File: src/hdl/cep_pkg.sv
package cep_pkg;

    // Fixed field widths
    localparam int SET_SIZE_W = 11;
    localparam int CHOOSE_W   = 4;
    localparam int REQ_W      = 2;
    localparam int PREFIX_W   = 4;
    localparam int POS_W      = 3;
    localparam int ELEM_W     = 10;
    localparam int CFG_IDX_W  = 1;
    localparam int CFG_DATA_W = 11;

    // Register reset values
    localparam logic [SET_SIZE_W-1:0] SET_SIZE_RST     = 11'd8;
    localparam logic [CHOOSE_W-1:0]   CHOOSE_COUNT_RST = 4'd2;

    typedef enum logic [REQ_W-1:0] {
        REQ_RESTART = 2'd0,
        REQ_NEXT    = 2'd1,
        REQ_SKIP    = 2'd2
    } req_code_t;

    typedef enum logic [CFG_IDX_W-1:0] {
        CFG_SET_SIZE     = 1'b0,
        CFG_CHOOSE_COUNT = 1'b1
    } cfg_reg_t;

    typedef struct packed {
        logic [REQ_W-1:0]    req_type;
        logic [PREFIX_W-1:0] prefix_length;
    } req_item_t;

    typedef struct packed {
        logic [POS_W-1:0]  position;
        logic [ELEM_W-1:0] element_index;
        logic              done_res;
        logic              last;
    } res_item_t;

    typedef enum logic [1:0] {
        ST_IDLE,
        ST_DISPATCH,
        ST_SCAN,
        ST_EMIT
    } state_t;

    // Controller -> datapath
    typedef struct packed {
        logic accept;
        logic restart;
        logic fin_set;
        logic scan_start;
        logic ptr_clear;
        logic ptr_dec;
        logic ptr_inc;
        logic bump;
        logic emit;
    } cep_cmd_t;

    // Datapath -> controller
    typedef struct packed {
        logic is_restart;
        logic is_next;
        logic is_skip;
        logic k_gt_n;
        logic finished;
        logic prefix_zero;
        logic can_rise;
        logic ptr_zero;
        logic ptr_last;
        logic out_free;
    } cep_status_t;

endpackage

File: src/hdl/combination_enumerator_with_skip.sv
// Lexicographic k-combination enumerator with prefix skip. Holds an ascending
// k-combination of indices from 0..N-1 (N = set_size, k = choose_count, both
// clamped to 1..MAX_SET_SIZE and 1..MAX_CHOOSE). Each request transaction
// (restart, next, skip prefix p) updates the combination and then produces k
// result transactions, positions 0..k-1 in order, the final one flagged last;
// done_res reports that the enumeration is exhausted. One request is handled
// at a time: it is accepted, then decoded, then where needed for next/skip a
// scan of one position per cycle over the single read port of the index
// register file (at most k positions for next, at most p for skip), then the
// k results are emitted one per cycle, unless the receiver stalls, through the
// output register. The last result may still be waiting in the output register
// while the next request is accepted. Configuration must be written only while
// no request is in flight; the block itself does not enforce this.
module combination_enumerator_with_skip
    import cep_pkg::*;
#(
    parameter int MAX_CHOOSE   = 8,
    parameter int MAX_SET_SIZE = 1024
)
(
    input  logic                  clk,
    input  logic                  rst_n,
    // configuration write port
    input  logic                  cfg_wr_en,
    input  logic [CFG_IDX_W-1:0]  cfg_index,
    input  logic [CFG_DATA_W-1:0] cfg_wdata,
    // request channel
    input  logic                  req_valid,
    output logic                  req_stall,
    input  req_item_t             req,
    // result channel
    output logic                  res_valid,
    input  logic                  res_stall,
    output res_item_t             res
);

    cep_cmd_t    cmd;
    cep_status_t status;

    // Sequencer: accept, decode, scan, emit
    cep_ctrl u_ctrl (
        .clk       (clk),
        .rst_n     (rst_n),
        .req_valid (req_valid),
        .req_stall (req_stall),
        .status    (status),
        .cmd       (cmd)
    );

    // Index register file, scan pointer, config and output register
    cep_dp #(
        .MAX_CHOOSE   (MAX_CHOOSE),
        .MAX_SET_SIZE (MAX_SET_SIZE)
    ) u_dp (
        .clk       (clk),
        .rst_n     (rst_n),
        .cfg_wr_en (cfg_wr_en),
        .cfg_index (cfg_index),
        .cfg_wdata (cfg_wdata),
        .req       (req),
        .res_valid (res_valid),
        .res_stall (res_stall),
        .res       (res),
        .cmd       (cmd),
        .status    (status)
    );

    // At most one update of the combination or done flag per cycle
    a_one_update: assert property (@(posedge clk) disable iff (!rst_n)
        $onehot0({cmd.restart, cmd.fin_set, cmd.bump, cmd.scan_start}))
        else $error("conflicting datapath updates");

    // An accepted request keeps the request side stalled while it is worked on
    a_busy_after_accept: assert property (@(posedge clk) disable iff (!rst_n)
        (req_valid && !req_stall) |=> req_stall)
        else $error("request side not stalled after accept");

    // Loading the last result frees the request side on the next cycle
    a_free_after_last: assert property (@(posedge clk) disable iff (!rst_n)
        (cmd.emit && status.ptr_last) |=> !req_stall)
        else $error("request side still stalled after last result");

    // A loaded result marked last sits at position k-1 and nothing more is emitted
    a_last_ends_emit: assert property (@(posedge clk) disable iff (!rst_n)
        (cmd.emit && status.ptr_last) |=> !cmd.emit)
        else $error("result emitted after last");

endmodule

File: src/hdl/cep_ctrl.sv
module cep_ctrl
    import cep_pkg::*;
(
    input  logic        clk,
    input  logic        rst_n,
    input  logic        req_valid,
    output logic        req_stall,
    input  cep_status_t status,
    output cep_cmd_t    cmd
);

    state_t state_reg;
    state_t state_next;

    always_ff @(posedge clk or negedge rst_n)
    begin
        if (!rst_n)
        begin
            state_reg <= ST_IDLE;
        end
        else
        begin
            state_reg <= state_next;
        end
    end

    always_comb
    begin
        state_next = state_reg;
        cmd        = '0;
        req_stall  = 1'b1;
        case (state_reg)
            ST_IDLE:
            begin
                req_stall = 1'b0;
                if (req_valid)
                begin
                    cmd.accept = 1'b1;
                    state_next = ST_DISPATCH;
                end
            end
            ST_DISPATCH:
            begin
                if (status.is_restart)
                begin
                    cmd.restart   = 1'b1;
                    cmd.ptr_clear = 1'b1;
                    state_next    = ST_EMIT;
                end
                else if (status.is_next || status.is_skip)
                begin
                    if (status.k_gt_n || (status.is_skip && status.prefix_zero
                                          && !status.finished))
                    begin
                        cmd.fin_set   = 1'b1;
                        cmd.ptr_clear = 1'b1;
                        state_next    = ST_EMIT;
                    end
                    else if (status.finished)
                    begin
                        cmd.ptr_clear = 1'b1;
                        state_next    = ST_EMIT;
                    end
                    else
                    begin
                        cmd.scan_start = 1'b1;
                        state_next     = ST_SCAN;
                    end
                end
                else
                begin
                    cmd.ptr_clear = 1'b1;
                    state_next    = ST_EMIT;
                end
            end
            ST_SCAN:
            begin
                if (status.can_rise)
                begin
                    cmd.bump      = 1'b1;
                    cmd.ptr_clear = 1'b1;
                    state_next    = ST_EMIT;
                end
                else if (status.ptr_zero)
                begin
                    cmd.fin_set   = 1'b1;
                    cmd.ptr_clear = 1'b1;
                    state_next    = ST_EMIT;
                end
                else
                begin
                    cmd.ptr_dec = 1'b1;
                end
            end
            ST_EMIT:
            begin
                if (status.out_free)
                begin
                    cmd.emit = 1'b1;
                    if (status.ptr_last)
                    begin
                        state_next = ST_IDLE;
                    end
                    else
                    begin
                        cmd.ptr_inc = 1'b1;
                    end
                end
            end
            default:
            begin
                state_next = ST_IDLE;
            end
        endcase
    end

endmodule

File: src/hdl/cep_dp.sv
module cep_dp
    import cep_pkg::*;
#(
    parameter int MAX_CHOOSE   = 8,
    parameter int MAX_SET_SIZE = 1024
)
(
    input  logic                  clk,
    input  logic                  rst_n,
    input  logic                  cfg_wr_en,
    input  logic [CFG_IDX_W-1:0]  cfg_index,
    input  logic [CFG_DATA_W-1:0] cfg_wdata,
    input  req_item_t             req,
    output logic                  res_valid,
    input  logic                  res_stall,
    output res_item_t             res,
    input  cep_cmd_t              cmd,
    output cep_status_t           status
);

    // Largest usable set size given the register width
    localparam int SET_SIZE_MAX = (1 << SET_SIZE_W) - 1;
    localparam int EFF_MAX = (MAX_SET_SIZE > SET_SIZE_MAX) ? SET_SIZE_MAX : MAX_SET_SIZE;
    localparam int CHOOSE_MAX = (1 << CHOOSE_W) - 1;
    localparam int K_CAP = (MAX_CHOOSE > CHOOSE_MAX) ? CHOOSE_MAX : MAX_CHOOSE;
    localparam int IDX_TOP = (EFF_MAX > MAX_CHOOSE) ? EFF_MAX - 1 : MAX_CHOOSE - 1;
    localparam int IDX_W = (IDX_TOP < 2) ? 1 : $clog2(IDX_TOP + 1);
    localparam int PTR_W = (MAX_CHOOSE < 2) ? 1 : $clog2(MAX_CHOOSE);
    localparam int LIM_W = SET_SIZE_W + 1;
    localparam int CW = ((PTR_W > CHOOSE_W) ? PTR_W : CHOOSE_W) + 1;

    logic [SET_SIZE_W-1:0] set_size_reg;
    logic [CHOOSE_W-1:0]   choose_count_reg;

    logic [IDX_W-1:0] idx_reg  [MAX_CHOOSE];
    logic [IDX_W-1:0] idx_next [MAX_CHOOSE];
    logic             finished_reg;
    logic             finished_next;
    logic [PTR_W-1:0] ptr_reg;
    logic [PTR_W-1:0] ptr_next;
    logic [REQ_W-1:0] req_reg;
    logic [CHOOSE_W-1:0] p_eff_reg;
    logic             res_valid_reg;
    logic             res_valid_next;
    res_item_t        res_reg;
    res_item_t        res_next;

    logic [SET_SIZE_W-1:0] eff_n;
    logic [CHOOSE_W-1:0]   eff_k;
    logic [CHOOSE_W-1:0]   p_in;
    logic [IDX_W-1:0]      cur;
    logic [IDX_W-1:0]      base;
    logic [LIM_W-1:0]      limit;
    logic                  ptr_last;

    // Config registers
    always_ff @(posedge clk or negedge rst_n)
    begin
        if (!rst_n)
        begin
            set_size_reg     <= SET_SIZE_RST;
            choose_count_reg <= CHOOSE_COUNT_RST;
        end
        else if (cfg_wr_en)
        begin
            case (cfg_reg_t'(cfg_index))
                CFG_SET_SIZE:     set_size_reg     <= cfg_wdata[SET_SIZE_W-1:0];
                CFG_CHOOSE_COUNT: choose_count_reg <= cfg_wdata[CHOOSE_W-1:0];
                default:          ;
            endcase
        end
    end

    // Clamped N and k
    always_comb
    begin
        if (set_size_reg == '0)
        begin
            eff_n = SET_SIZE_W'(1);
        end
        else if (int'(set_size_reg) > EFF_MAX)
        begin
            eff_n = SET_SIZE_W'(EFF_MAX);
        end
        else
        begin
            eff_n = set_size_reg;
        end

        if (choose_count_reg == '0)
        begin
            eff_k = CHOOSE_W'(1);
        end
        else if (int'(choose_count_reg) > K_CAP)
        begin
            eff_k = CHOOSE_W'(K_CAP);
        end
        else
        begin
            eff_k = choose_count_reg;
        end
    end

    assign p_in  = CHOOSE_W'(req.prefix_length);
    assign cur   = idx_reg[ptr_reg];
    assign base  = cur + 1'b1;
    // Highest value position ptr may hold: N - k + ptr (k <= N when scanning)
    assign limit = LIM_W'(eff_n) + LIM_W'(ptr_reg) - LIM_W'(eff_k);
    assign ptr_last = (CW'(ptr_reg) + CW'(1)) == CW'(eff_k);

    always_comb
    begin
        idx_next       = idx_reg;
        finished_next  = finished_reg;
        ptr_next       = ptr_reg;
        res_valid_next = res_valid_reg;
        res_next       = res_reg;

        if (cmd.restart)
        begin
            for (int j = 0; j < MAX_CHOOSE; j++)
            begin
                idx_next[j] = IDX_W'(j);
            end
            finished_next = (SET_SIZE_W'(eff_k) > eff_n);
        end

        if (cmd.fin_set)
        begin
            finished_next = 1'b1;
        end

        if (cmd.bump)
        begin
            // Bump this position, refill later ones consecutively up to k-1
            for (int j = 0; j < MAX_CHOOSE; j++)
            begin
                if (j == int'(ptr_reg))
                begin
                    idx_next[j] = base;
                end
                else if (j > int'(ptr_reg) && j < int'(eff_k))
                begin
                    idx_next[j] = IDX_W'(int'(base) + j - int'(ptr_reg));
                end
            end
            finished_next = 1'b0;
        end

        if (cmd.scan_start)
        begin
            if (req_reg == REQ_NEXT)
            begin
                ptr_next = PTR_W'(eff_k - 1'b1);
            end
            else
            begin
                ptr_next = PTR_W'(p_eff_reg - 1'b1);
            end
        end
        else if (cmd.ptr_clear)
        begin
            ptr_next = '0;
        end
        else if (cmd.ptr_dec)
        begin
            ptr_next = ptr_reg - 1'b1;
        end
        else if (cmd.ptr_inc)
        begin
            ptr_next = ptr_reg + 1'b1;
        end

        if (cmd.emit)
        begin
            res_valid_next         = 1'b1;
            res_next.position      = POS_W'(ptr_reg);
            res_next.element_index = ELEM_W'(cur);
            res_next.done_res      = finished_reg;
            res_next.last          = ptr_last;
        end
        else if (!res_stall)
        begin
            res_valid_next = 1'b0;
        end
    end

    always_ff @(posedge clk or negedge rst_n)
    begin
        if (!rst_n)
        begin
            for (int j = 0; j < MAX_CHOOSE; j++)
            begin
                idx_reg[j] <= IDX_W'(j);
            end
            finished_reg  <= 1'b0;
            ptr_reg       <= '0;
            res_valid_reg <= 1'b0;
        end
        else
        begin
            idx_reg       <= idx_next;
            finished_reg  <= finished_next;
            ptr_reg       <= ptr_next;
            res_valid_reg <= res_valid_next;
        end
    end

    // Payload registers
    always_ff @(posedge clk)
    begin
        res_reg <= res_next;
        if (cmd.accept)
        begin
            req_reg   <= req.req_type;
            p_eff_reg <= (p_in > eff_k) ? eff_k : p_in;
        end
    end

    assign res_valid = res_valid_reg;
    assign res       = res_reg;

    always_comb
    begin
        status.is_restart  = (req_reg == REQ_RESTART);
        status.is_next     = (req_reg == REQ_NEXT);
        status.is_skip     = (req_reg == REQ_SKIP);
        status.k_gt_n      = (SET_SIZE_W'(eff_k) > eff_n);
        status.finished    = finished_reg;
        status.prefix_zero = (p_eff_reg == '0);
        status.can_rise    = (LIM_W'(cur) < limit);
        status.ptr_zero    = (ptr_reg == '0);
        status.ptr_last    = ptr_last;
        status.out_free    = !res_valid_reg || !res_stall;
    end

endmodule

File: config.mk
export PLATFORM = sky130hd
export DESIGN_NAME = combination_enumerator_with_skip
export DESIGN_NICKNAME = d
export VERILOG_FILES = /design/src/hdl/cep_pkg.sv /design/src/hdl/combination_enumerator_with_skip.sv /design/src/hdl/cep_ctrl.sv /design/src/hdl/cep_dp.sv
export SDC_FILE = /design/constraint.sdc
export NUM_CORES = 1
export LEC_CHECK = 0
export BUFFER_PORTS_ARGS = -buffer_cell sky130_fd_sc_hd__buf_2
export CORE_MARGIN = 10
export CORE_UTILIZATION = 63
export DETAILED_ROUTE_END_ITERATION = 10
export PLACE_DENSITY = 0.81
export REMOVE_ABC_BUFFERS = 1
export SLEW_MARGIN = 10
export SYNTH_ARGS = -nofsm -noshare
export SYNTH_HDL_FRONTEND = slang
export SYNTH_SLANG_ARGS = --single-unit
export TNS_END_PERCENT = 5
File: constraint.sdc
create_clock -name clk -period 5.31 [get_ports clk]
set_input_delay 1.062 -clock clk [delete_from_list [all_inputs] [get_ports clk]]
set_output_delay 1.062 -clock clk [all_outputs]
set_load 0.01 [all_outputs]
==> After elaboration in Yosys (flattened, before gate mapping) <==
Cells that the tools add are included.
{ "word_totals": {"in_bits": 23, "ramBits": 0, "regBits": 123, "n_memories": 0, "mem_bits_ro": 0, "latchBits": 0, "output_inout_bits": 17, "word_cells": 184} }
{ "classes": {"n_reduce_logical": 27, "order_cmp": 20, "bitwise": 2, "n_div": 0, "eq_ne": 18, "muxes": 75, "add_sub_neg": 22, "shift": 0, "mul": 0} }
{ "ops": {"columns": ["op", "count"], "rows": [
  ["two-way mux 10 bit", 17],
  ["two-way mux 80 bit", 2],
  ["subtractor 10 x 4 -> 10 bit", 7],
  ["adder 10 x 3 -> 10 bit (second input constant)", 4],
  ["two-way mux 1 bit", 33],
  ["binary-select mux 10 bit (select 3 bit)", 1],
  ["two-way mux 11 bit", 2],
  ["adder 10 x 1 -> 10 bit (second input constant)", 2],
  ["adder 10 x 2 -> 10 bit (second input constant)", 2],
  ["two-way mux 2 bit", 9],
  ["less-than comparator 3 x 4 -> 1 bit (first input constant)", 4],
  ["two-way mux 3 bit", 5],
  ["adder 11 x 3 -> 12 bit", 1],
  ["equality test 3 bit (first input constant)", 4],
  ["greater-than comparator 3 bit (first input constant)", 4],
  ["less-than comparator 10 x 12 -> 1 bit", 1],
  ["two-way mux 4 bit", 3],
  ["subtractor 12 x 4 -> 12 bit", 1],
  ["greater-than comparator 11 bit (second input constant)", 1],
  ["greater-than comparator 4 x 11 -> 1 bit", 1],
  ["zero test 11 bit", 1],
  ["logical AND 1 bit", 9],
  ["subtractor 3 x 1 -> 3 bit (second input constant)", 3],
  ["zero test 4 bit", 2],
  ["other kinds (29)", 45]
]} }

==> Logic depth before layout (Yosys ltp) <==
{ "depth": {"depth_word": 11, "ltp_mapped": 27} }

==> Hierarchy <==
A second synthesis with hierarchy kept.
{ "unflattened": {"hier_cells": 1040, "area_unflattened_um2": 9796.9} }
{ "modules_own_cells": {"columns": ["mod", "n_inst", "area_per_inst_um2", "cells_each"], "rows": [
  ["cep_dp", 1, 9457.8, 1005],
  ["cep_ctrl", 1, 339.1, 35]
]} }

==> Worst setup path before layout <==
No wires, ideal clock.
{ "synth_timing": {"kind": "register to register", "startpoint": "register u_dp.ptr_reg[1]", "endpoint": "register u_dp.idx_reg[53] in the netlist's numbering", "period_less_slack_ns": 4.893, "n_path_buf": 6, "path_slack_ns": 0.417, "path_stages_with_launch": 25, "t_required_ns": 5.174, "arrival_ns": 4.757, "setup_time_ns": 0.136, "path_cell_list": "dfrtp_1 -> buf_4 -> buf_4 -> clkinv_1 -> fa_1 -> inv_1 -> ha_1 -> nand3_1 -> a2111o_1 -> nand3_1 -> a21oi_1 -> nor2_1 -> nor2_1 -> xnor2_1 -> ha_1 -> nand4_1 -> nor3_1 -> nand3_1 -> o211ai_1 -> a41o_1 -> clkbuf_1 -> buf_2 -> buf_2 -> buf_1 -> o21ai_0"} }
{ "synth_rtl": {"columns": ["item", "line_no", "text"], "rows": [
  ["from (decl)", "cep_dp.sv:39", "logic [PTR_W-1:0] ptr_reg;"],
  ["from (signal assigned)", "cep_dp.sv:204", "ptr_reg <= ptr_next;"],
  ["to (signal, indexed assignment)", "cep_dp.sv:194", "idx_reg[j] <= IDX_W'(j);"],
  ["to (signal assigned)", "cep_dp.sv:202", "idx_reg <= idx_next;"],
  ["to (decl)", "cep_dp.sv:35", "logic [IDX_W-1:0] idx_reg [MAX_CHOOSE];"]
]} }

==> flow_metrics.tcl <==
set metrics [dict create \
    synth_fa_ha_area_frac 0.1218 \
    largest_reg_flops 80 \
    clock_skew_ns 0.008460 \
    timing.final.ws_setup_ns 0.3227 \
    portBuffers 39 \
    post-route-util 0.7127 \
    antenna_cells 0 \
    synth_edf_count 21 \
    tightestPinTransition_ns 1.087 \
    die_w_um 144.4 \
    cts.sinks 123 \
    synthMostInstantiatedCell "a21oi_1" \
    dp_slack_ns 0.3460 \
    slew-limit-headroom 0.2754 \
    ys_async_sr_fraction 0.8293 \
    place_congestion 1.071 \
    synth_mux_area_frac 0.05642 \
    yosys-top-cells-area "dfrtp_1 (23%), ha_1 (10%), edfxtp_1 (6.5%)" \
    start_util 0.6418 \
    placed_cells 1308 \
    synthSimpleGateAreaFrac 0.1418 \
    first_pass_iters 6 \
    syn-cell-area_sq_mm 0.009757 \
    crit_arrival_ns 5.30 \
    multi_input_area_sq_mm 0.006018 \
    finalSetupViolCount 0 \
    drt_first_iter_violations 1477 \
    cts_buffers 17 \
    worstPathRequired_ns 5.62 \
    die_y_um 144.4 \
    synth_compound_area_frac 0.2317 \
    fmax_ghz 0.2005 \
    clock_latency_ns 0.43 \
    path_class "reg2reg" \
    synth_area_leader_cell "dfrtp_1" \
    synth_common_cells "a21oi_1 (104), dfrtp_1 (88), nand2_1 (82), ha_1 (79), nor2_1 (75)" \
    nFillCells 1181 \
    yosysWarnings 0 \
    core_area_sq_mm 0.01520 \
    synth_top_area_share 0.2257 \
    clkTransAtPathRegs_ns 0.06 \
    hpwl_um 24560 \
    cp_max_fo 42 \
    period_share 0.9392 \
    ys_ff_latch 123 \
    end_kind "flip-flop" \
    wl_per_cell_um 24.99 \
    area_growth_pct 11.04 \
    outcome "completed" \
    syn_inst 1093 \
    hold_class "reg2reg" \
    die_area_sq_mm 0.02086 \
    vias 9249 \
    drc 0 \
    grt_max_degree 82 \
    yosysSeqAreaShare 0.3280 \
    cts_tree "done" \
    hold_violations 0 \
    start_kind "flip-flop" \
    slew_viol_final 0 \
    fin_crit_ns 4.987 \
    cts_max_level 4 \
    cts_root_buf "clkbuf_16" \
    ys_types 80 \
    viasPerCell 6.902 \
    postRouteWirelength_um 33490 \
    ioPinCount 40 \
    ant_nets 0 \
    whs_ns 0.5041 \
    row_count 45 \
    synth_top_family_by_area "compound AO/OA/AOI/OAI gates" \
    synth_flop_cell "dfrtp_1" \
    antenna_found_initial 0 \
    nNetsFinal 1251 \
    grt_pass1_vias 8680 \
    seq_area_sq_mm 0.003202 \
    yosys.area_share.xor_xnor 0.06296 \
    cts.path.max_buffers 2 \
    drv_cap 0 \
    avgSynthCellArea_sq_um 8.927 \
    instances_no_fill 1340 \
    grt_pass1_wl_um 51180 \
    drive_gt1_frac 0.1571 \
    overflow 0 \
    grt_use_total 0.3243 \
]
## per-layer routing
metal | up-vias | global-route usage | part of all wire
met1 | 4368 | 0.4517 | 0.40
met5 | - | 0 | 0
met3 | 109 | 0.09970 | 0.14
met4 | 0 | 0.1282 | 0.034
met2 | 702 | 0.4576 | 0.42
li1 | 4070 | - | -
## critical path, cell delays in order, from the launching register on
cell and delay (ns):
dfrtp_1 0.46, clkinvlp_4 0.21, nand2_1 0.14, fa_1 0.50, inv_1 0.04, ha_1 0.32, a21oi_1 0.10, a2111o_1 0.43
nand3_1 0.13, a21oi_1 0.08, nor2_1 0.09, nor2_1 0.06, xnor2_1 0.16, ha_1 0.26, nand4_1 0.09, nor3_1 0.06
a21oi_1 0.13, o211ai_1 0.12, and4_2 0.28, nor2_2 0.15, buf_6 0.36, nor2_1 0.09, buf_4 0.21, a221o_1 0.36
## timing repair
action | in CTS | in global routing
endpoints found under the setup margin | 0 | 32
setup buffers | 0 | 0
hold buffers | 0 | 0
gates resized for setup | 0 | 8
## layout make-up
type | count | area share
multi-input combinational | 839 | 0.5555
sequential | 123 | 0.2955
clock buffer | 23 | 0.04331
timing repair buffer | 87 | 0.05301
inverter | 71 | 0.02495
tap | 188 | 0.02171
clock inverter | 9 | 0.006005
## path summary, 6_finish.rpt
kind	start	end	slack [ns]	depth (start not counted)
setup reg to reg	u_dp.set_size_reg[10]	u_dp.idx_reg[42]	0.32	23
setup / recovery	u_dp.set_size_reg[10]	u_dp.idx_reg[42]	0.32	23
max in group asynchronous	rst_n	u_dp.idx_reg[41]	3.46	2
min in group asynchronous	rst_n	u_dp.idx_reg[75]	0.82	1
hold reg to reg	u_dp.idx_reg[66]	u_dp.idx_reg[66]	0.50	1
hold / removal	u_dp.idx_reg[66]	u_dp.idx_reg[66]	0.50	1
## kinds of logic after synthesis
kind of cell / count (synthesis)
compound gates: 343
xor+xnor: 68
fa+ha+maj: 89
buf+inv: 131
flops: 123
mux: 47
simple gates: 292
## layout by cell type (no fill, tap or decap), drive strengths merged, types with 6 or more instances in the layout
cell	count
dfstp	14
nand2	82
nand3	43
ha	79
o221ai	8
o21a	6
inv	68
o21ai	65
a21o	11
a211o	7
nor2b	20
o22ai	27
mux2i	22
nand4	8
o21bai	8
a211oi	9
a31oi	17
a22oi	12
a22o	13
and2	7
edfxtp	21
xor2	22
nor3	24
clkbuf	23
dfrtp	88
or3	7
fa	10
nor2	75
xnor2	46
buf	87
mux2	21
clkinv	9
o211ai	13
a21oi	104
## stage by stage
step | setup TNS, ns | cell area, sq um
6_report | 0 | 10830
3_3_place_gp | 0 | 10280
5_1_grt | -0.03864 | 10830
2_1_floorplan | -63.79 | 9465
3_5_place_dp | 0 | 10280
4_1_cts | 0 | 10810
Power is not shown: default switching activity piles up to over one toggle a cycle in this logic, so the estimate is an artifact.
